===== src/rpt_pkg.sv =====
// Package: shared types and constants for the relay permission table.
`default_nettype none
package rpt_pkg;
    localparam int TABLE_ENTRIES = 64;
    localparam int SLOT_W = $clog2(TABLE_ENTRIES);
    localparam logic [15:0] DEFAULT_LIFETIME = 16'd300;
    localparam logic [47:0] MAX48 = 48'hFFFF_FFFF_FFFF;

    typedef enum logic [1:0] {
        REQ_LOOKUP = 2'd0,
        REQ_CREATE = 2'd1,
        REQ_TX     = 2'd2,
        REQ_RX     = 2'd3
    } t_req;

    typedef enum logic [1:0] {
        ST_OK       = 2'd0,
        ST_NOTFOUND = 2'd1,
        ST_FAMILY   = 2'd2,
        ST_FULL     = 2'd3
    } t_status;

    localparam logic [0:0] CFG_LIFETIME = 1'd0;
    localparam logic [0:0] CFG_FAMILY   = 1'd1;

    typedef struct packed {
        logic [1:0]  req_type;
        logic [63:0] peer_addr_high;
        logic [63:0] peer_addr_low;
        logic        peer_is_v6;
        logic [15:0] byte_count;
        logic [31:0] now_seconds;
    } t_in_item;

    typedef struct packed {
        logic [1:0]  status;
        logic [5:0]  entry_slot;
        logic [15:0] remaining_seconds;
        logic [31:0] tx_packets;
        logic [31:0] rx_packets;
    } t_out_item;

    // Request broadcast through the row of cells.
    typedef struct packed {
        logic        active;
        logic        do_create;
        logic [1:0]  req_type;
        logic [63:0] hi;
        logic [63:0] lo;
        logic        v6;
        logic [15:0] bytes;
        logic [31:0] now;
        logic [31:0] expiry;
    } t_cmd;

    // Token passed cell to cell: first live match and first free slot so far.
    typedef struct packed {
        logic              found;
        logic [SLOT_W-1:0] found_idx;
        logic              free;
        logic [SLOT_W-1:0] free_idx;
    } t_chain;

    typedef struct packed {
        logic [31:0] expiry;
        logic [31:0] tx_packets;
        logic [31:0] rx_packets;
    } t_cell_data;
endpackage
`default_nettype wire


===== src/rpt_cell.sv =====
// One table slot: key, expiry and counters, with match and free detection.
`default_nettype none
module rpt_cell (
    input  wire logic                        i_clk,
    input  wire logic                        i_rst_n,
    input  wire logic [rpt_pkg::SLOT_W-1:0]  i_idx,
    input  wire rpt_pkg::t_cmd               i_cmd,
    input  wire logic                        i_commit,
    input  wire logic                        i_win_create,
    input  wire logic                        i_win_count,
    input  wire rpt_pkg::t_chain             i_chain,
    output rpt_pkg::t_chain                  o_chain,
    output rpt_pkg::t_cell_data              o_data
);
    import rpt_pkg::*;

    logic        r_valid;
    logic [63:0] r_hi, r_lo;
    logic        r_v6;
    logic [31:0] r_exp, r_txp, r_rxp;
    logic [47:0] r_txb, r_rxb;

    logic key_eq, live, match_live, match_dead;
    logic [48:0] txb_sum, rxb_sum;

    assign key_eq     = r_valid && r_v6 == i_cmd.v6 && r_hi == i_cmd.hi && r_lo == i_cmd.lo;
    assign live       = r_valid && i_cmd.now <= r_exp;
    assign match_live = key_eq && live;
    assign match_dead = key_eq && !live;
    assign txb_sum    = {1'b0, r_txb} + {33'd0, i_cmd.bytes};
    assign rxb_sum    = {1'b0, r_rxb} + {33'd0, i_cmd.bytes};

    always_comb begin
        o_chain = i_chain;
        if (!i_chain.found && match_live) begin
            o_chain.found     = 1'b1;
            o_chain.found_idx = i_idx;
        end
        if (!i_chain.free && !live) begin
            o_chain.free     = 1'b1;
            o_chain.free_idx = i_idx;
        end
    end

    // only the matched slot drives its values, the top ORs all cells together
    always_comb begin
        o_data = '0;
        if (i_win_count) o_data = '{expiry: r_exp, tx_packets: r_txp, rx_packets: r_rxp};
    end

    always_ff @(posedge i_clk) begin
        if (!i_rst_n) begin
            r_valid <= 1'b0;
        end else if (i_commit) begin
            // expired matches are dropped on any search that is still active
            if (i_cmd.active && match_dead) r_valid <= 1'b0;
            if (i_win_create) r_valid <= 1'b1;
        end
        if (i_commit) begin
            if (i_win_create) begin
                r_hi  <= i_cmd.hi;
                r_lo  <= i_cmd.lo;
                r_v6  <= i_cmd.v6;
                r_exp <= i_cmd.expiry;
                r_txp <= '0;
                r_rxp <= '0;
                r_txb <= '0;
                r_rxb <= '0;
            end else if (i_win_count) begin
                if (i_cmd.req_type == REQ_CREATE) begin
                    r_exp <= i_cmd.expiry;
                end else if (i_cmd.req_type == REQ_TX) begin
                    if (r_txp != '1) r_txp <= r_txp + 32'd1;
                    r_txb <= txb_sum[48] ? MAX48 : txb_sum[47:0];
                end else if (i_cmd.req_type == REQ_RX) begin
                    if (r_rxp != '1) r_rxp <= r_rxp + 32'd1;
                    r_rxb <= rxb_sum[48] ? MAX48 : rxb_sum[47:0];
                end
            end
        end
    end
endmodule
`default_nettype wire


===== config.mk =====
export PLATFORM = sky130hd
export DESIGN_NAME = rpt_cell
export DESIGN_NICKNAME = d
export VERILOG_FILES = /design/src/rpt_pkg.sv /design/src/rpt_cell.sv
export SDC_FILE = /design/constraint.sdc
export NUM_CORES = 1
export LEC_CHECK = 0
export BUFFER_PORTS_ARGS = -buffer_cell sky130_fd_sc_hd__buf_4
export CELL_PAD_IN_SITES_DETAIL_PLACEMENT = 0
export CELL_PAD_IN_SITES_GLOBAL_PLACEMENT = 2
export CORE_ASPECT_RATIO = 2
export CORE_MARGIN = 2
export CORE_UTILIZATION = 33
export DETAILED_ROUTE_END_ITERATION = 10
export GPL_ROUTABILITY_DRIVEN = 1
export GPL_TIMING_DRIVEN = 0
export PLACE_DENSITY_LB_ADDON = 0.1
export SYNTH_ARGS = -nofsm -noshare
export SYNTH_HDL_FRONTEND = slang
export SYNTH_SLANG_ARGS = --single-unit
export TNS_END_PERCENT = 20

===== constraint.sdc =====
create_clock -name i_clk -period 6.1 [get_ports i_clk]
set_input_delay 1.22 -clock i_clk [delete_from_list [all_inputs] [get_ports i_clk]]
set_output_delay 1.22 -clock i_clk [all_outputs]
set_load 0.005 [all_outputs]

==> results of run 1 <==
cell families after synthesis:
group | synth area share [%]
AND/OR/NAND/NOR | 17.89
flip-flops | 58.82
XOR/XNOR | 9.807
AO/OA/AOI/OAI | 5.398
buffers and inverters | 3.030
adder cells (fa/ha/maj) | 3.692
multiplexers | 1.368
sequential cells by signal (all words and copies together) (netlist names):
signal and cells:
r_lo 64, r_rxp 32, r_txp 32, r_valid 1
r_hi 64, r_exp 32, r_v6 1
critical path, stage by stage:
cell                        delay, ns
sky130_fd_sc_hd__buf_4           0.12
sky130_fd_sc_hd__xnor2_1         0.16
sky130_fd_sc_hd__nand4_1         0.11
sky130_fd_sc_hd__nor4_1          0.57
sky130_fd_sc_hd__nand4_1         0.28
sky130_fd_sc_hd__or4_4           0.63
sky130_fd_sc_hd__nand4bb_1       0.23
sky130_fd_sc_hd__buf_6           0.18
sky130_fd_sc_hd__mux2_4          0.29
sky130_fd_sc_hd__buf_4           0.13
cells in the mapped netlist, types with 2 or more instances:
cell type,instances,area [sq um]
sky130_fd_sc_hd__a2111o_1,9,101.4
sky130_fd_sc_hd__a21oi_1,32,160.2
sky130_fd_sc_hd__a22o_1,2,17.52
sky130_fd_sc_hd__and2_1,97,606.8
sky130_fd_sc_hd__and3_1,10,62.56
sky130_fd_sc_hd__and4_1,3,26.28
sky130_fd_sc_hd__buf_1,3,11.26
sky130_fd_sc_hd__clkbuf_1,17,63.81
sky130_fd_sc_hd__edfxtp_1,225,6756
sky130_fd_sc_hd__ha_1,34,425.4
sky130_fd_sc_hd__inv_1,70,262.8
sky130_fd_sc_hd__mux2_2,6,67.56
sky130_fd_sc_hd__mux2_4,6,90.09
sky130_fd_sc_hd__nand2_1,43,161.4
sky130_fd_sc_hd__nand2b_1,19,118.9
sky130_fd_sc_hd__nand3_1,21,105.1
sky130_fd_sc_hd__nand4_1,39,244.0
sky130_fd_sc_hd__nor2_1,58,217.7
sky130_fd_sc_hd__nor2b_1,28,175.2
sky130_fd_sc_hd__nor3_1,10,50.05
sky130_fd_sc_hd__nor4_1,17,106.4
sky130_fd_sc_hd__o2111ai_1,6,52.55
sky130_fd_sc_hd__o21a_1,2,15.01
sky130_fd_sc_hd__o21ai_0,22,110.1
sky130_fd_sc_hd__o22ai_1,10,62.56
sky130_fd_sc_hd__o31ai_1,3,22.52
sky130_fd_sc_hd__or2_2,2,12.51
sky130_fd_sc_hd__or3_1,15,93.84
sky130_fd_sc_hd__or4_1,2,15.01
sky130_fd_sc_hd__xnor2_1,87,762.0
sky130_fd_sc_hd__xor2_1,42,367.9
metrics by stage:
step / hold WS (ns) / power, mW / worst slack, ns / util [%]
6_report: 0.5761 / 3.845 / 0.9494 / 44.80
5_1_grt: 0.6095 / 4.016 / 0.7441 / 44.80
4_1_cts: 0.5887 / 3.912 / 0.7262 / 44.80
3_5_place_dp: 0.5755 / 2.437 / 0.7333 / 42.61
3_3_place_gp: 0.5707 / 2.429 / -0.5565 / 42.31
2_1_floorplan: 0.4901 / 2.150 / 1.389 / -
final timing paths:
kind                                   to                    start  depth (start not counted)
setup reg to reg  r_rxp[19]$_SDFFCE_PP0P_  r_rxp[14]$_SDFFCE_PP0P_                          6
setup / recovery              o_chain[10]               i_cmd[170]                         10
hold reg to reg      r_valid$_SDFFE_PN0P_     r_valid$_SDFFE_PN0P_                          2
hold / removal       r_valid$_SDFFE_PN0P_     r_valid$_SDFFE_PN0P_                          2
power by group:
group          internal [mW]  switching [mW]  total, mW
Clock                  0.822           0.634       1.46
Combinational          0.275           0.225      0.500
Sequential              1.83          0.0617       1.89
Total                   2.92           0.921       3.85
layer usage:
metal	up-vias	wire [um]	GRT usage, %
met5	-	0	0
met4	0	813	5.152
met3	41	2052	3.792
met2	211	18010	33.14
met1	3960	11100	17.57
li1	4144	-	-
area by class of cell:
type | count | area share (%)
Sequential cell | 226 | 44.03
Multi-Input combinational cell | 640 | 28.73
Timing Repair Buffer | 331 | 16.45
Clock buffer | 25 | 3.788
Tap cell | 441 | 3.585
Inverter | 70 | 1.740
Clock inverter | 16 | 1.097
Buffer | 21 | 0.5609
Antenna cell | 1 | 0.01626
==> results.sh, run 1 <==
export IMPL_run_status="complete, no violations"
export IMPL_ctsLongestPathBuffers=3
export IMPL_finalSetupViolations=0
export IMPL_power_leakage_nw=6.009
export IMPL_hold_viol=0
export IMPL_die_height_um=268.2
export IMPL_place_gp_congestion=0.7533
export IMPL_ctsHtreeMaxLevel=1
export IMPL_synth_seq_area_share_pct=58.82
export IMPL_timing_critical_path_fanout_max=6
export IMPL_core_area_sq_um=34350
export IMPL_nFillCells=3419
export IMPL_synth_cells=957
export IMPL_grt_pass1_wl_um=47520
export IMPL_mostFrequentLayoutCells="sky130_fd_sc_hd__buf_4 (328), sky130_fd_sc_hd__edfxtp_1 (225), sky130_fd_sc_hd__and2_1 (97)"
export IMPL_worst_slew_pin_slew_ns=0.9277
export IMPL_grt_overflow_total=0
export IMPL_count_of_flip_flops_with_a_built_in_enable_after_synthesis=225
export IMPL_maxCapViolCount=0
export IMPL_sequential_cell_area_sq_um=6777
export IMPL_starting_density_of_the_core_pct=33.54
export IMPL_floorplan_io_pins=348
export IMPL_ctsResizeCount=0
export IMPL_fin_nets=1585
export IMPL_detailroute_via_count=8356
export IMPL_fp_dieW_um=136.1
export IMPL_synth_cell_area_sq_um=11520
export IMPL_holdCritPathClass="reg -> reg"
export IMPL_synth_flop_cell="sky130_fd_sc_hd__edfxtp_1"
export IMPL_final_setup_tns_ns=0
export IMPL_placed_cell_area_sq_um=14640
export IMPL_detail_route_drc_violations=0
export IMPL_postCtsHoldBufs=0
export IMPL_area_growth_pct=33.59
export IMPL_antenna_found_initial=1
export IMPL_postSynthAreaPerCell_sq_um=12.04
export IMPL_post_cts_setup_buffers=0
export IMPL_post_place_cells=1729
export IMPL_layout_commonest_cell="sky130_fd_sc_hd__buf_4"
export IMPL_numPortBuffers=328
export IMPL_cts_sinks=226
export IMPL_global_route_usage_total_pct=16.97
export IMPL_ys_warn_count=0
export IMPL_worst_ep_arrival_time_ns=3.93
export IMPL_instances_no_fill=1771
export IMPL_finalWorstPathRequiredPeriod_ns=5.151
export IMPL_number_of_distinct_library_cell_variants_in_the_gate_level_netlist_after_synthesis=48
export IMPL_post_drt_wl_per_cell_um=18.06
export IMPL_power_density_nw_per_um2=249.8
export IMPL_cts_buffers=23
export IMPL_ys_ff_latch=226
export IMPL_clk_latency_ns=0.52
export IMPL_critical_path_startpoint_type="input pin"
export IMPL_drt_iter0_drc=267
export IMPL_timing_setup_critical_path_class="in -> out"
export IMPL_part_of_the_cycle_the_worst_path_needs_pct=84.44
export IMPL_tritoncts="built"
export IMPL_vias_per_cell=4.718
export IMPL_multi_input_comb_area_sq_um=4422
export IMPL_floorplan_die_area_sq_um=36510
export IMPL_wl_um=31980
export IMPL_antenna_left=0
export IMPL_layout_drive_gt1_share_pct=29.42
export IMPL_clock_skew_final_ns=0.01008
export IMPL_floorplan_rows=96
export IMPL_largest_net_degree_at_the_start_of_global_routing=82
export IMPL_setup_reg_to_reg_worst_slack_ns=2.97
export IMPL_cts_clk_slew_worst_paths_ns=0.06
export IMPL_clock_tree_root_cell="sky130_fd_sc_hd__clkbuf_16"
export IMPL_clock_fmax_ghz=0.1942
export IMPL_worst_slew_margin_rel_pct=37.58
export IMPL_dr_pass1_iters=4
export IMPL_peakVddDrop_mv=0.2475
export IMPL_final_max_slew_viol_count=0
export IMPL_worst_endpoint_required_ns=4.88
export IMPL_dpl_hpwl_um=25280
export IMPL_asyncSetResetFlopFracSynth_pct=0
export IMPL_finalInstanceArea_sq_um=15390
export IMPL_setup_repair_after_global_routing_missed_its_margin="no"
export IMPL_worstSetupEndpointType="output port"
export IMPL_synthesis_nets=1229
export IMPL_first_global_vias=8575
Note: power is estimated with default switching activity, not from simulation.
==> run 2: changes to the inputs <==
Settings changed: CORE_UTILIZATION 33 to 30.
Clock period 6.1 ns to 4.25 ns, I/O delays scaled along.
==> results.sh, run 2 (synthesis results as in run 1) <==
export IMPL_peakVddDrop_mv=0.3161
export IMPL_grt_overflow_total=0
export IMPL_sequential_fraction_of_design_power_pct=48.4
export IMPL_cell_internal_pwr_mw=4.281
export IMPL_whs_ns=0.4967
export IMPL_final_setup_tns_ns=0
export IMPL_global_route_usage_total_pct=15.92
export IMPL_tritoncts="built"
export IMPL_largest_net_degree_at_the_start_of_global_routing=89
export IMPL_cts_clk_slew_worst_paths_ns=0.06
export IMPL_critical_path_startpoint_type="input pin"
export IMPL_ctsHtreeMaxLevel=1
export IMPL_swShare_pct=23.62
export IMPL_worst_slew_margin_rel_pct=36.46
export IMPL_dr_pass1_iters=4
export IMPL_timing_critical_path_mode_cell="sky130_fd_sc_hd__buf_6"
export IMPL_sequential_cell_area_sq_um=6777
export IMPL_dpl_hpwl_um=25520
export IMPL_core_area_sq_um=37910
export IMPL_mostFrequentLayoutCells="sky130_fd_sc_hd__buf_4 (322), sky130_fd_sc_hd__edfxtp_1 (225), sky130_fd_sc_hd__and2_1 (97)"
export IMPL_fp_dieW_um=142.6
export IMPL_postCtsHoldBufs=0
export IMPL_first_global_vias=8731
export IMPL_antenna_found_initial=1
export IMPL_floorplan_rows=101
export IMPL_part_of_the_cycle_the_worst_path_needs_pct=98.56
export IMPL_layout_commonest_cell="sky130_fd_sc_hd__buf_4"
export IMPL_clock_skew_final_ns=0.008226
export IMPL_worstSetupEndpointType="output port"
export IMPL_place_gp_congestion=0.7216
export IMPL_clock_tree_root_cell="sky130_fd_sc_hd__clkbuf_16"
export IMPL_post_drt_wl_per_cell_um=18.12
export IMPL_antenna_left=0
export IMPL_drt_iter0_drc=269
export IMPL_cts_buffers=24
export IMPL_critical_path_cell_chain="buf_4 > nor2b_1 > a2111o_1 > a2111oi_4 > nand4_1 > or4_4 > nand4bb_1 > buf_6 > mux2_4 > buf_6"
export IMPL_p_clk_share_pct=38.5
export IMPL_cts_sinks=226
export IMPL_grt_pass1_wl_um=48910
export IMPL_hold_start="i_cmd[23]"
export IMPL_largest_stage_delay_worst_path_ns=0.57
export IMPL_hold_viol=0
export IMPL_power_combinational_fraction_pct=13.1
export IMPL_p_total_mw=5.604
export IMPL_timing_critical_path_fanout_max=6
export IMPL_setup_repair_after_global_routing_missed_its_margin="yes"
export IMPL_fin_nets=1588
export IMPL_floorplan_die_area_sq_um=40080
export IMPL_numPortBuffers=328
export IMPL_die_height_um=281.1
export IMPL_vias_per_cell=4.627
export IMPL_min_delay_worst_endpoint="r_exp[23]$_DFFE_PP_"
export IMPL_layout_drive_gt1_share_pct=29.86
export IMPL_finalSetupViolations=0
export IMPL_power_density_nw_per_um2=359.6
export IMPL_biggest_regs="r_hi x64, r_lo x64"
export IMPL_setup_reg_to_reg_worst_slack_ns=1.14
export IMPL_net_switching_power_mw=1.324
export IMPL_critical_path_slowest_cell="sky130_fd_sc_hd__or4_4"
export IMPL_starting_density_of_the_core_pct=30.39
export IMPL_power_leakage_nw=6.084
export IMPL_multi_input_comb_area_sq_um=4509
export IMPL_holdCritPathClass="in -> reg"
export IMPL_regToRegEndpoint="r_rxp[22]$_SDFFCE_PP0P_"
export IMPL_post_place_cells=1751
export IMPL_ctsLongestPathBuffers=3
export IMPL_clk_latency_ns=0.53
export IMPL_worst_ep_arrival_time_ns=3.34
export IMPL_critical_path_reg2reg_startpoint="r_rxp[0]$_SDFFCE_PP0P_"
export IMPL_wl_um=32560
export IMPL_detail_route_drc_violations=0
export IMPL_nFillCells=3760
export IMPL_worst_r2r_cell_count=7
export IMPL_clock_fmax_ghz=0.2387
export IMPL_instances_no_fill=1797
export IMPL_run_status="complete, no violations"
export IMPL_final_max_slew_viol_count=0
export IMPL_finalWorstPathRequiredPeriod_ns=4.189
export IMPL_detailroute_via_count=8315
export IMPL_worst_slew_pin_slew_ns=0.9444
export IMPL_maxCapViolCount=0
export IMPL_worst_endpoint_required_ns=3.40
export IMPL_timing_setup_critical_path_class="in -> out"
export IMPL_area_growth_pct=35.27
export IMPL_final_core_util_pct=41.11
export IMPL_floorplan_io_pins=348
export IMPL_whs_path_depth=1
==> run 2: per-layer routing <==
layer | vias to the layer above | GRT usage (%) | wire [um]
li1 | 4151 | - | -
met1 | 3898 | 16.39 | 11290
met2 | 239 | 31.09 | 18410
met3 | 27 | 4.106 | 2243
met4 | 0 | 4.341 | 624
met5 | - | 0 | 0
==> run 2: area by class of cell <==
type / count / area share, %
antenna: 1 / 0.01606
timing repair buffer: 333 / 16.55
buffer: 21 / 0.5540
tap: 463 / 3.717
clock buffer: 30 / 4.135
clock inverter: 13 / 0.8992
sequential: 226 / 43.48
inverter: 70 / 1.718
multi-input combinational: 640 / 28.93
==> run 2: worst max-delay path, delay by kind of cell <==
family	cells	cell delay (ns)
simple gates	4	1.05
mux	1	0.30
compound gates	2	0.72
buf+inv	3	0.42
==> run 2: how the worst max path moves through the flow <==
stage / from / to / depth (start not counted)
floorplan: i_win_create / r_hi[0]$_DFFE_PP_ / 3
global placement: i_win_count / r_rxp[22]$_SDFFCE_PP0P_ / 4
detailed placement: i_cmd[156] / o_chain[9] / 10
CTS: r_hi[55]$_DFFE_PP_ / o_chain[9] / 9
global route: i_cmd[116] / o_chain[8] / 10
finish: i_cmd[116] / o_chain[8] / 10
==> run 2: per-stage QoR <==
step / cell area, sq um / setup WS [ns]
floorplan: 11530 / 0.005682
global placement: 14570 / -1.815
detailed placement: 14660 / -0.4319
CTS: 15540 / -0.04223
global route: 15580 / -0.02415
finish: 15580 / 0.06116
==> run 2: power groups by stage <==
| stage | logic (mW) | clock network [mW] | registers (mW) |
|---|---|---|---|
| after floorplan | 0.345 | 0 | 2.74 |
| after global placement | 0.720 | 0 | 2.77 |
| after detailed placement | 0.738 | 0 | 2.76 |
| after CTS | 0.751 | 2.24 | 2.72 |
| after global routing | 0.821 | 2.31 | 2.73 |
| final | 0.734 | 2.16 | 2.71 |
==> run 2: repair_timing <==
| action | 4_1_cts | 5_1_grt |
|---|---|---|
| gates resized for setup | 16 | 3 |
| setup buffers | 1 | 1 |
| endpoints found under the setup margin | 12 | 12 |
| pin swaps | 7 | 7 |
